## config.mk

```make
export PLATFORM = sky130hd
export DESIGN_NAME = lru_eviction_table
export DESIGN_NICKNAME = d
export VERILOG_FILES = /design/src/hdl/lruet_pkg.sv /design/src/hdl/lruet_store.sv /design/src/hdl/lru_eviction_table.sv
export SDC_FILE = /design/constraint.sdc
export NUM_CORES = 2
export LEC_CHECK = 0
export ABC_CLOCK_PERIOD_IN_PS = 8830
export BUFFER_PORTS_ARGS = -buffer_cell sky130_fd_sc_hd__buf_2
export CAP_MARGIN = 20
export CORE_MARGIN = 5
export CORE_UTILIZATION = 55
export DETAILED_ROUTE_END_ITERATION = 8
export PLACE_DENSITY = 0.69
export SLEW_MARGIN = 20
export SYNTH_ARGS = -nofsm -noshare
export SYNTH_HDL_FRONTEND = slang
export SYNTH_SLANG_ARGS = --single-unit
```

## constraint.sdc

```tcl
create_clock -name clk -period 8.83 [get_ports clk]
set_clock_uncertainty 0.05 [all_clocks]
set_input_delay 0.883 -clock clk [delete_from_list [all_inputs] [get_ports clk]]
set_output_delay 0.883 -clock clk [all_outputs]
set_load 0.005 [all_outputs]
```

## src/hdl/lruet_pkg.sv

```systemverilog
`default_nettype none

package lruet_pkg;

  localparam int DEPTH    = 16;
  localparam int KEY_BITS = 32;
  localparam int SIZE_W   = 32;
  localparam int SUM_W    = 36;
  localparam int IDX_W    = $clog2(DEPTH);
  localparam int CNT_W    = $clog2(DEPTH + 1);
  localparam int OP_W     = 2;

  localparam logic [IDX_W-1:0] IDX_LAST  = IDX_W'(DEPTH - 1);
  localparam logic [CNT_W-1:0] MAX_RESET = CNT_W'(DEPTH);

  typedef enum logic [OP_W-1:0] {
    OP_ACCESS = 2'd0,
    OP_INSERT = 2'd1,
    OP_REMOVE = 2'd2,
    OP_EVICT  = 2'd3
  } op_t;

  typedef enum logic [2:0] {
    ST_IDLE,
    ST_SCAN,
    ST_APPLY,
    ST_PLACE,
    ST_RESULT
  } state_t;

  typedef struct packed {
    logic                en;
    logic [IDX_W-1:0]    addr;
    logic [KEY_BITS-1:0] key;
    logic [SIZE_W-1:0]   size;
  } store_wr_t;

endpackage

`default_nettype wire

```

## src/hdl/lruet_store.sv

```systemverilog
`default_nettype none

module lruet_store
  import lruet_pkg::*;
(
  input  wire logic                clk,
  input  wire store_wr_t           wr,
  input  wire logic [IDX_W-1:0]    rd_addr,
  output logic      [KEY_BITS-1:0] rd_key,
  output logic      [SIZE_W-1:0]   rd_size
);

  logic [KEY_BITS-1:0] key_mem  [DEPTH];
  logic [SIZE_W-1:0]   size_mem [DEPTH];

  always_ff @(posedge clk) begin
    if (wr.en) begin
      key_mem[wr.addr]  <= wr.key;
      size_mem[wr.addr] <= wr.size;
    end
  end

  always_ff @(posedge clk) begin
    rd_key  <= key_mem[rd_addr];
    rd_size <= size_mem[rd_addr];
  end

endmodule

`default_nettype wire

```

## src/hdl/lru_eviction_table.sv

```systemverilog
// LRU eviction table: up to 16 keys with byte sizes, kept in recency order.
// Input channel (in_valid / in_stall) carries opcode, key and item_size:
// access, insert, remove or evict least recent. Each beat yields exactly one
// result beat on the output channel (out_valid / out_stall) with hit,
// evicted key, overflow, total size, entry count and the eviction advice.
// One comparator walks the slots one per cycle, reading key and size from
// the store; after the scan come an apply step, a place step for an insert
// that writes a slot, and the result step. in_stall is high through these
// steps; the next item is taken once the result sits in the output register.
// If the receiver stalls, the result holds in that register; a following
// item may still run, and waits at its result step until the register frees.
// The advice limit is written via cfg_valid / cfg_ready (always ready), by
// the user only while idle (not enforced by the block), and resets to 16.
// Reset clears the table, totals and pending result but not key/size storage.
`default_nettype none

module lru_eviction_table
  import lruet_pkg::*;
(
  input  wire logic                clk,
  input  wire logic                rst,
  input  wire logic                in_valid,
  output logic                     in_stall,
  input  wire logic [OP_W-1:0]     opcode,
  input  wire logic [KEY_BITS-1:0] key,
  input  wire logic [SIZE_W-1:0]   item_size,
  output logic                     out_valid,
  input  wire logic                out_stall,
  output logic                     hit,
  output logic                     evicted_valid,
  output logic      [KEY_BITS-1:0] evicted_key,
  output logic                     overflow,
  output logic      [SUM_W-1:0]    total_size,
  output logic      [CNT_W-1:0]    num_entries,
  output logic                     evict_advised,
  input  wire logic                cfg_valid,
  output logic                     cfg_ready,
  input  wire logic [CNT_W-1:0]    cfg_data
);

  state_t state, state_next;

  logic [CNT_W-1:0]    advise_limit;
  logic [DEPTH-1:0]    valid;
  logic [IDX_W-1:0]    rank [DEPTH];
  logic [SUM_W-1:0]    sum;
  logic [CNT_W-1:0]    count;

  op_t                 op_q;
  logic [KEY_BITS-1:0] key_q;
  logic [SIZE_W-1:0]   size_q;
  logic [IDX_W-1:0]    idx;

  logic                found;
  logic [IDX_W-1:0]    tslot;
  logic [IDX_W-1:0]    trank;
  logic [KEY_BITS-1:0] tkey;
  logic [SIZE_W-1:0]   tsize;
  logic                free_found;
  logic [IDX_W-1:0]    fslot;
  logic                ovf_q;

  logic [IDX_W-1:0]    rd_addr;
  logic [KEY_BITS-1:0] rd_key;
  logic [SIZE_W-1:0]   rd_size;
  store_wr_t           wr;
  logic                match;
  logic                out_load;
  logic                drop;
  logic [IDX_W-1:0]    pslot;

  lruet_store u_store (
    .clk     (clk),
    .wr      (wr),
    .rd_addr (rd_addr),
    .rd_key  (rd_key),
    .rd_size (rd_size)
  );

  assign cfg_ready = 1'b1;

  always_ff @(posedge clk) begin
    if (rst) begin
      advise_limit <= MAX_RESET;
    end else if (cfg_valid && cfg_ready) begin
      advise_limit <= cfg_data;
    end
  end

  // Shared comparator: key equality, or least-recent rank for evict
  always_comb begin
    if (op_q == OP_EVICT) begin
      match = valid[idx] && (CNT_W'(rank[idx]) == CNT_W'(count - 1'b1));
    end else begin
      match = valid[idx] && (rd_key == key_q);
    end
  end

  assign drop  = found && (op_q != OP_ACCESS);
  assign pslot = found ? tslot : fslot;

  always_comb begin
    state_next = state;
    in_stall   = 1'b1;
    out_load   = 1'b0;
    rd_addr    = '0;
    wr.en      = 1'b0;
    wr.addr    = pslot;
    wr.key     = key_q;
    wr.size    = size_q;
    unique case (state)
      ST_IDLE: begin
        in_stall = 1'b0;
        if (in_valid) begin
          state_next = ST_SCAN;
        end
      end
      ST_SCAN: begin
        rd_addr = IDX_W'(idx + 1'b1);
        if (idx == IDX_LAST) begin
          state_next = ST_APPLY;
        end
      end
      ST_APPLY: begin
        if (op_q == OP_INSERT && (found || free_found)) begin
          state_next = ST_PLACE;
        end else begin
          state_next = ST_RESULT;
        end
      end
      ST_PLACE: begin
        wr.en      = 1'b1;
        state_next = ST_RESULT;
      end
      ST_RESULT: begin
        if (!out_valid || !out_stall) begin
          out_load   = 1'b1;
          state_next = ST_IDLE;
        end
      end
      default: state_next = ST_IDLE;
    endcase
  end

  always_ff @(posedge clk) begin
    if (rst) begin
      state <= ST_IDLE;
    end else begin
      state <= state_next;
    end
  end

  // Item capture and slot scan
  always_ff @(posedge clk) begin
    if (rst) begin
      found      <= 1'b0;
      free_found <= 1'b0;
      ovf_q      <= 1'b0;
      idx        <= '0;
    end else begin
      unique case (state)
        ST_IDLE: begin
          if (in_valid) begin
            op_q       <= op_t'(opcode);
            key_q      <= key;
            size_q     <= item_size;
            idx        <= '0;
            found      <= 1'b0;
            free_found <= 1'b0;
            ovf_q      <= 1'b0;
          end
        end
        ST_SCAN: begin
          if (match && !found) begin
            found <= 1'b1;
            tslot <= idx;
            trank <= rank[idx];
            tkey  <= rd_key;
            tsize <= rd_size;
          end
          if (!valid[idx] && !free_found) begin
            free_found <= 1'b1;
            fslot      <= idx;
          end
          idx <= IDX_W'(idx + 1'b1);
        end
        ST_APPLY: begin
          ovf_q <= (op_q == OP_INSERT) && !found && !free_found;
        end
        ST_PLACE, ST_RESULT: begin
        end
        default: begin
        end
      endcase
    end
  end

  // Recency ranks, valid bits and totals
  always_ff @(posedge clk) begin
    if (rst) begin
      valid <= '0;
      sum   <= '0;
      count <= '0;
      for (int j = 0; j < DEPTH; j++) begin
        rank[j] <= '0;
      end
    end else if (state == ST_APPLY) begin
      if (found && op_q == OP_ACCESS) begin
        for (int j = 0; j < DEPTH; j++) begin
          if (valid[j] && rank[j] < trank) begin
            rank[j] <= IDX_W'(rank[j] + 1'b1);
          end
        end
        rank[tslot] <= '0;
      end else if (drop) begin
        for (int j = 0; j < DEPTH; j++) begin
          if (valid[j] && rank[j] > trank) begin
            rank[j] <= IDX_W'(rank[j] - 1'b1);
          end
        end
        valid[tslot] <= 1'b0;
        sum          <= SUM_W'(sum - SUM_W'(tsize));
        count        <= CNT_W'(count - 1'b1);
      end
    end else if (state == ST_PLACE) begin
      for (int j = 0; j < DEPTH; j++) begin
        if (valid[j]) begin
          rank[j] <= IDX_W'(rank[j] + 1'b1);
        end
      end
      rank[pslot]  <= '0;
      valid[pslot] <= 1'b1;
      sum          <= SUM_W'(sum + SUM_W'(size_q));
      count        <= CNT_W'(count + 1'b1);
    end
  end

  // Output register: hold until the receiver takes the beat
  always_ff @(posedge clk) begin
    if (rst) begin
      out_valid <= 1'b0;
    end else if (out_load) begin
      out_valid <= 1'b1;
    end else if (!out_stall) begin
      out_valid <= 1'b0;
    end
  end

  always_ff @(posedge clk) begin
    if (out_load) begin
      hit           <= found && (op_q != OP_EVICT);
      evicted_valid <= found && (op_q == OP_EVICT);
      evicted_key   <= (found && op_q == OP_EVICT) ? tkey : '0;
      overflow      <= ovf_q;
      total_size    <= sum;
      num_entries   <= count;
      evict_advised <= count >= advise_limit;
    end
  end

  a_count_bound: assert property (@(posedge clk) disable iff (rst)
    count <= CNT_W'(DEPTH))
    else $error("entry count above table depth");

  a_count_valid: assert property (@(posedge clk) disable iff (rst)
    $countones(valid) == int'(count))
    else $error("entry count disagrees with valid bits");

  a_place_room: assert property (@(posedge clk) disable iff (rst)
    state == ST_PLACE |-> count < CNT_W'(DEPTH))
    else $error("slot write into a full table");

  a_evict_excl: assert property (@(posedge clk) disable iff (rst)
    out_valid && evicted_valid |-> !hit && !overflow)
    else $error("evict result also flags hit or overflow");

endmodule

`default_nettype wire
```

======== Word-level counts from Yosys, hierarchy flattened ========
Memory sizes are Yosys's and may differ from the RTL's. A register that Yosys moved wholly into a read port is not among the register bits.
Cells that the tools add are included.
operators by class
  add/sub/neg operators ................... 37
  order comparisons ....................... 38
  equality and inequality tests ........... 18
  muxes and demuxes ....................... 360
  bitwise operators ....................... 52
  reduce and logical (&&, ||, !) cells .... 68
operator list
  kind                 count
  $mux 1               281
  $mux 4               55
  $mux 36              4
  $add 4x1->4 const B  17
  $gt 4x4->1           16
  $lt 4x4->1           16
  $mux 16              4
  $sub 4x1->4 const B  16
  $or 1x1->1           48
  $logic_and 1x1->1    45
  $add 36x32->36       1
  $sub 36x32->36       1
  $eq 32x32->1         1
  $reduce_and 3->1     7
  $mux 5               4
  $and 16x16->16       1
  $ne 2x2->1 const B   8
  $not 16->16          1
  $or 16x16->16        1
  $lt 4x5->1 const B   3
  $pmux 3 s5           1
  $mux 3               4
  $demux 1 s4          2
  $ge 4x1->1 const B   2
  other kinds (22)     34
word-level totals
  bits in registers ....................... 292
  memory bits (writable) .................. 1088
  bits of input ports ..................... 76
  output and inout port bits .............. 80
  logic and storage cells ................. 601
  memories ................................ 3
memory list
  name              depth  bits a word  read ports  clocked after Yosys merged registers in  write ports  line                      RTL
  u_store.key_mem   16     32           1           1                                        1            lruet_store.sv:13         logic [KEY_BITS-1:0] key_mem [DEPTH];
  u_store.size_mem  16     32           1           1                                        1            lruet_store.sv:14         logic [SIZE_W-1:0] size_mem [DEPTH];
  rank              16     4            17          1                                        17           lru_eviction_table.sv:45  logic [IDX_W-1:0] rank [DEPTH];

======== Depth between registers and ports, before layout ========
An unclocked memory read counts as a cell.
  depth in word-level cells ............... 11
  depth in mapped cells ................... 19
  depth with buffers taken out ............ 19

======== Modules after synthesis ========
Synthesis repeated with hierarchy kept, for this count alone.
unflattened totals
  cells, all modules ...................... 3510
  area total of the unflattened synthesis .. 58987.8 sq um
modules (own cells, without submodules)
  module              times used  cells each  area an instance (sq um)  sequential area each (sq um)
  lruet_store         1           1647        39573.0                   32030.7
  lru_eviction_table  1           1863        19414.9                   9399.0

======== Least setup slack after synthesis ========
Ideal clock, no wire load.
  path kind ............................... register to register
  from .................................... register with a tool-made name
  to ...................................... register tkey[0], enable pin
  setup time .............................. 0.503 ns
  arrival ................................. 5.550 ns
  required time ........................... 8.277 ns
  path slack .............................. 2.727 ns
  cell stages (with the launch flop) ...... 11
  buffers on the path ..................... 2
  clock period less this slack ............ 6.103 ns
  cell sequence ........................... dfxtp_1 -> clkbuf_1 -> clkbuf_1 -> mux4_2 -> mux4_2 -> xor2_1 -> or3_1 -> o21ai_0 -> nand3_1 -> a21o_1 -> nor2_1
RTL lines
  what                    line                       RTL
  end signal: assignment  lru_eviction_table.sv:178  tkey <= rd_key;
  end: declaration        lru_eviction_table.sv:57   logic [KEY_BITS-1:0] tkey;

======== Worst setup path after layout ========
  from .................................... register size_q[0]
  to ...................................... register sum[35]
between the ends
  cells in the longest elaborated chain, start to end .. 3
RTL lines
  what                      line                       RTL
  start: declaration        lru_eviction_table.sv:51   logic [SIZE_W-1:0] size_q;
  start signal: assignment  lru_eviction_table.sv:166  size_q <= item_size;
  $add 36x32->36            lru_eviction_table.sv:233  sum <= SUM_W'(sum + SUM_W'(size_q));
  $mux 36                   lru_eviction_table.sv:225  end else if (state == ST_PLACE) begin
  $mux 36                   lru_eviction_table.sv:207  end else if (state == ST_APPLY) begin
  end signal: assignment    lru_eviction_table.sv:222  sum <= SUM_W'(sum - SUM_W'(tsize));
  end signal: assignment    lru_eviction_table.sv:233
  end: declaration          lru_eviction_table.sv:46   logic [SUM_W-1:0] sum;
Every way passes these cells. The select of a mux whose other input is x is not followed.
A chain may end at the register's enable or synchronous reset.

==> impl_metrics.tcl <==
set metrics [dict create \
    pin_count 156 \
    syn-instance-count 4655 \
    cp_max_fo 19 \
    cts-root-buf "clkbuf_16" \
    timing.rr.end "sum[35]" \
    crit_chain "inv_1 > ha_1 > nor3b_1 > nand2_1 > or4_1 > xnor2_1 > nor2_1 > a21oi_1 > ha_1 > and3_1 > o211ai_1 > o21ai_0 > a21oi_1 > o311a_1 > and4b_1 > a211oi_2 > mux2_1" \
    die_w_microns 343 \
    rows 122 \
    period_needed_ns 5.86 \
    rr_worst_depth 17 \
    ir_worst_vdd_v 0.000214 \
    clock_sinks 1448 \
    grt_pass1_wl_mm 225 \
    syn_nets 4872 \
    r2r_start "size_q[0]" \
    synth_cell_types 84 \
    min_from "key[17]" \
    power_density_nw_per_um2 213 \
    drive_above_1_share_pct 11.0 \
    synth_ff_type "edfxtp_1" \
    synth_edf_count 1243 \
    grt_max_degree 224 \
    drt_iter0_markers 3958 \
    io_buffers 154 \
    holdPathEnd "key_q[17]" \
    overflow 0 \
    whs_ns 0.258 \
    antenna_found_initial 5 \
    outcome "completed" \
    endpoint_kind "register" \
    drv_slew 0 \
    antenna_left 0 \
    firstDrtPassIters 6 \
    fin_nets 4967 \
    design.core.area_sq_um 110000 \
    finalCritPeriodShare_pct 66.4 \
    vias_per_cell 6.10 \
    worst_pin_slew_ns 1.22 \
    max_freq_ghz 0.171 \
    async_reset_ff_share_pct 0 \
    tns_ns 0 \
    maxCapViolCount 0 \
    vias 38800 \
    hold_viol_final 0 \
    worstPathRequired_ns 9.41 \
    yosysWarningCount 0 \
    hpwlAfterDp_mm 81.5 \
    syn_area_sq_um 60900 \
    grt_usage_pct 25.0 \
    path_buf_inv 1 \
    crit_arrival_ns 6.44 \
    hp-class "input port to register" \
    cts_buffers 147 \
    drt-total-wl_mm 149 \
    cts_tree "yes" \
    leakagePower_nw 23.0 \
    path_class "register to register" \
    avgSynthCellArea_sq_um 13.1 \
    max_stage_delay_ns 0.84 \
    syn_to_final_growth_pct 11.8 \
    clkLatencyLatePin_ns 0.75 \
    rsz0062_at_grt "false" \
    cts_resized 0 \
    wl_per_cell_microns 23.5 \
    holdPathStages 1 \
    fillCellCount 8301 \
    clkTransAtPathRegs_ns 0.06 \
    cts.htree.levels 4 \
    ys_seq_area_share_pct 68.0 \
    grt_pass1_vias 37200 \
    start_util_pct 55.2 \
    crit_path_top_delay_cell "nor3b_1" \
    die_h_microns 343 \
    crit_family "simple AND/OR/NAND/NOR gates" \
    globalplace.congestion 0.859 \
    relSlewSlack_pct 18.6 \
    die_area_sq_um 118000 \
    drc 0 \
    cts_setup_buffers 0 \
    cts-hold-fix-buffers 0 \
    ff2ff_setup_slack_ns 2.97 \
    setup_viol 0 \
    worst_setup_path_start_kind "register" \
    ys_ff_latch 1448 \
    clock_path_buffers 3 \
]
-- registers in the layout (all words and copies together) (netlist names), 36 cells and up, named ones only --
| register | flops |
|---|---|
| total_size | 36 |
| sum | 36 |
| u_store.size_mem | 512 |
| u_store.key_mem | 512 |
| rank | 64 |
-- worst reg2reg max path: stages (launching register included) --
cell,delay (ns)
edfxtp_1,0.64
inv_1,0.16
ha_1,0.18
nor3b_1,0.84
nand2_1,0.27
or4_1,0.48
xnor2_1,0.14
nor2_1,0.10
a21oi_1,0.06
ha_1,0.41
and3_1,0.21
o211ai_1,0.09
o21ai_0,0.68
a21oi_1,0.25
o311a_1,0.45
and4b_1,0.22
a211oi_2,0.20
mux2_1,0.33
-- per-layer routing --
metal	vias to the layer above	global-route usage (%)	share of wire (%)
met5	-	0	0.0087
met2	1608	39.8	47
met1	19100	36.3	43
met4	2	7.08	2.3
li1	17900	-	-
met3	238	3.95	8.1
-- logic make-up after synthesis --
| logic type | count (synthesis) | share of synthesized area [%] |
|---|---|---|
| xor+xnor | 103 | 1.48 |
| buf+inv | 349 | 2.18 |
| fa+ha+maj | 141 | 2.91 |
| compound gates | 1137 | 12.6 |
| flops | 1448 | 68.0 |
| mux | 65 | 1.60 |
| simple gates | 1411 | 11.2 |
| other cells | 1 | 0.00615 |
-- Yosys cell counts (11+ instances only) --
cell | n | share of area (%)
ha_1 | 140 | 2.9
nand4_1 | 34 | 0.35
nor2b_1 | 297 | 3.0
mux4_2 | 25 | 0.92
o21a_1 | 14 | 0.17
nor2_1 | 151 | 0.93
inv_1 | 78 | 0.48
a21o_1 | 27 | 0.33
a311oi_1 | 130 | 1.9
buf_1 | 13 | 0.080
dfxtp_1 | 205 | 6.7
xnor2_1 | 70 | 1.0
a31oi_1 | 137 | 1.4
edfxtp_1 | 1243 | 61
nand3_1 | 44 | 0.36
or3_1 | 18 | 0.18
o22a_1 | 11 | 0.16
clkbuf_1 | 250 | 1.5
nand2b_1 | 29 | 0.30
mux2i_1 | 33 | 0.54
o21ai_0 | 101 | 0.83
nor3_1 | 50 | 0.41
and2_1 | 51 | 0.52
nand2_1 | 663 | 4.1
a21oi_1 | 270 | 2.2
a211oi_1 | 352 | 4.3
xor2_1 | 33 | 0.47
-- placed cells by master, fill, tap and decap left out, types with 10 or more instances in the layout --
master and n:
a21o_1 27, a311oi_1 130, clkbuf_8 14, o22a_1 11, nor2_1 143, and3_1 10, xor2_1 33, inv_4 12
nand3_1 44, o211ai_1 10, bufinv_16 13, nor2b_1 296, mux2i_1 33, a211oi_1 352, a31oi_1 137, clkinv_1 20
edfxtp_1 1243, or4_1 10, or3_1 18, dfxtp_1 205, nand4_1 34, and2_1 50, nand2_1 661, clkbuf_1 29
nand2b_1 28, xnor2_1 70, o21ai_0 101, a21oi_1 269, clkinv_2 25, mux4_2 25, clkbuf_16 151, nor3_1 50
o21a_1 14, buf_2 153, inv_1 66, ha_1 139, buf_4 58
-- final cells by class --
| cell class | count | area, sq um | area share [%] |
|---|---|---|---|
| sequential | 1448 | 41400 | 60.8 |
| antenna | 1 | 2.50 | 0.00367 |
| inverter | 79 | 327 | 0.479 |
| multi-input combinational | 2858 | 18300 | 26.9 |
| clock inverter | 77 | 796 | 1.17 |
| timing repair buffer | 216 | 1310 | 1.92 |
| tap | 1488 | 1860 | 2.73 |
| clock buffer | 194 | 4080 | 5.99 |
-- stage by stage --
step | setup WS (ns) | instance area, sq um | utilization, % | cells | power, mW
5_1_grt | 2.60 | 68100 | 61.7 | 6361 | 14.9
3_5_place_dp | 3.15 | 63200 | 57.3 | 6089 | 8.37
3_3_place_gp | 3.19 | 63200 | 57.3 | 6088 | 8.35
2_1_floorplan | 2.73 | 60900 | - | 4655 | 8.15
4_1_cts | 3.11 | 68100 | 61.7 | 6360 | 14.6
6_report | 2.97 | 68100 | 61.7 | 6361 | 14.5
-- power breakdown --
| group | switching [mW] | leakage [nW] | internal, mW |
|---|---|---|---|
| clock network | 2.60 | 2.39 | 3.65 |
| registers | 0.105 | 12.8 | 7.45 |
| logic | 0.439 | 7.81 | 0.234 |
-- worst max-delay path by stage --
stage                          from  endpoint  slack (ns)  cells past startpoint
after global placement    size_q[0]   sum[35]        3.19                     17
after global routing      size_q[0]   sum[35]        2.60                     18
after CTS                 size_q[0]   sum[35]        3.11                     17
final                     size_q[0]   sum[35]        2.97                     17
after floorplan            register   tkey[0]        2.73                     10
after detailed placement  size_q[0]   sum[35]        3.15                     18
(Power assumes the default switching activity.)
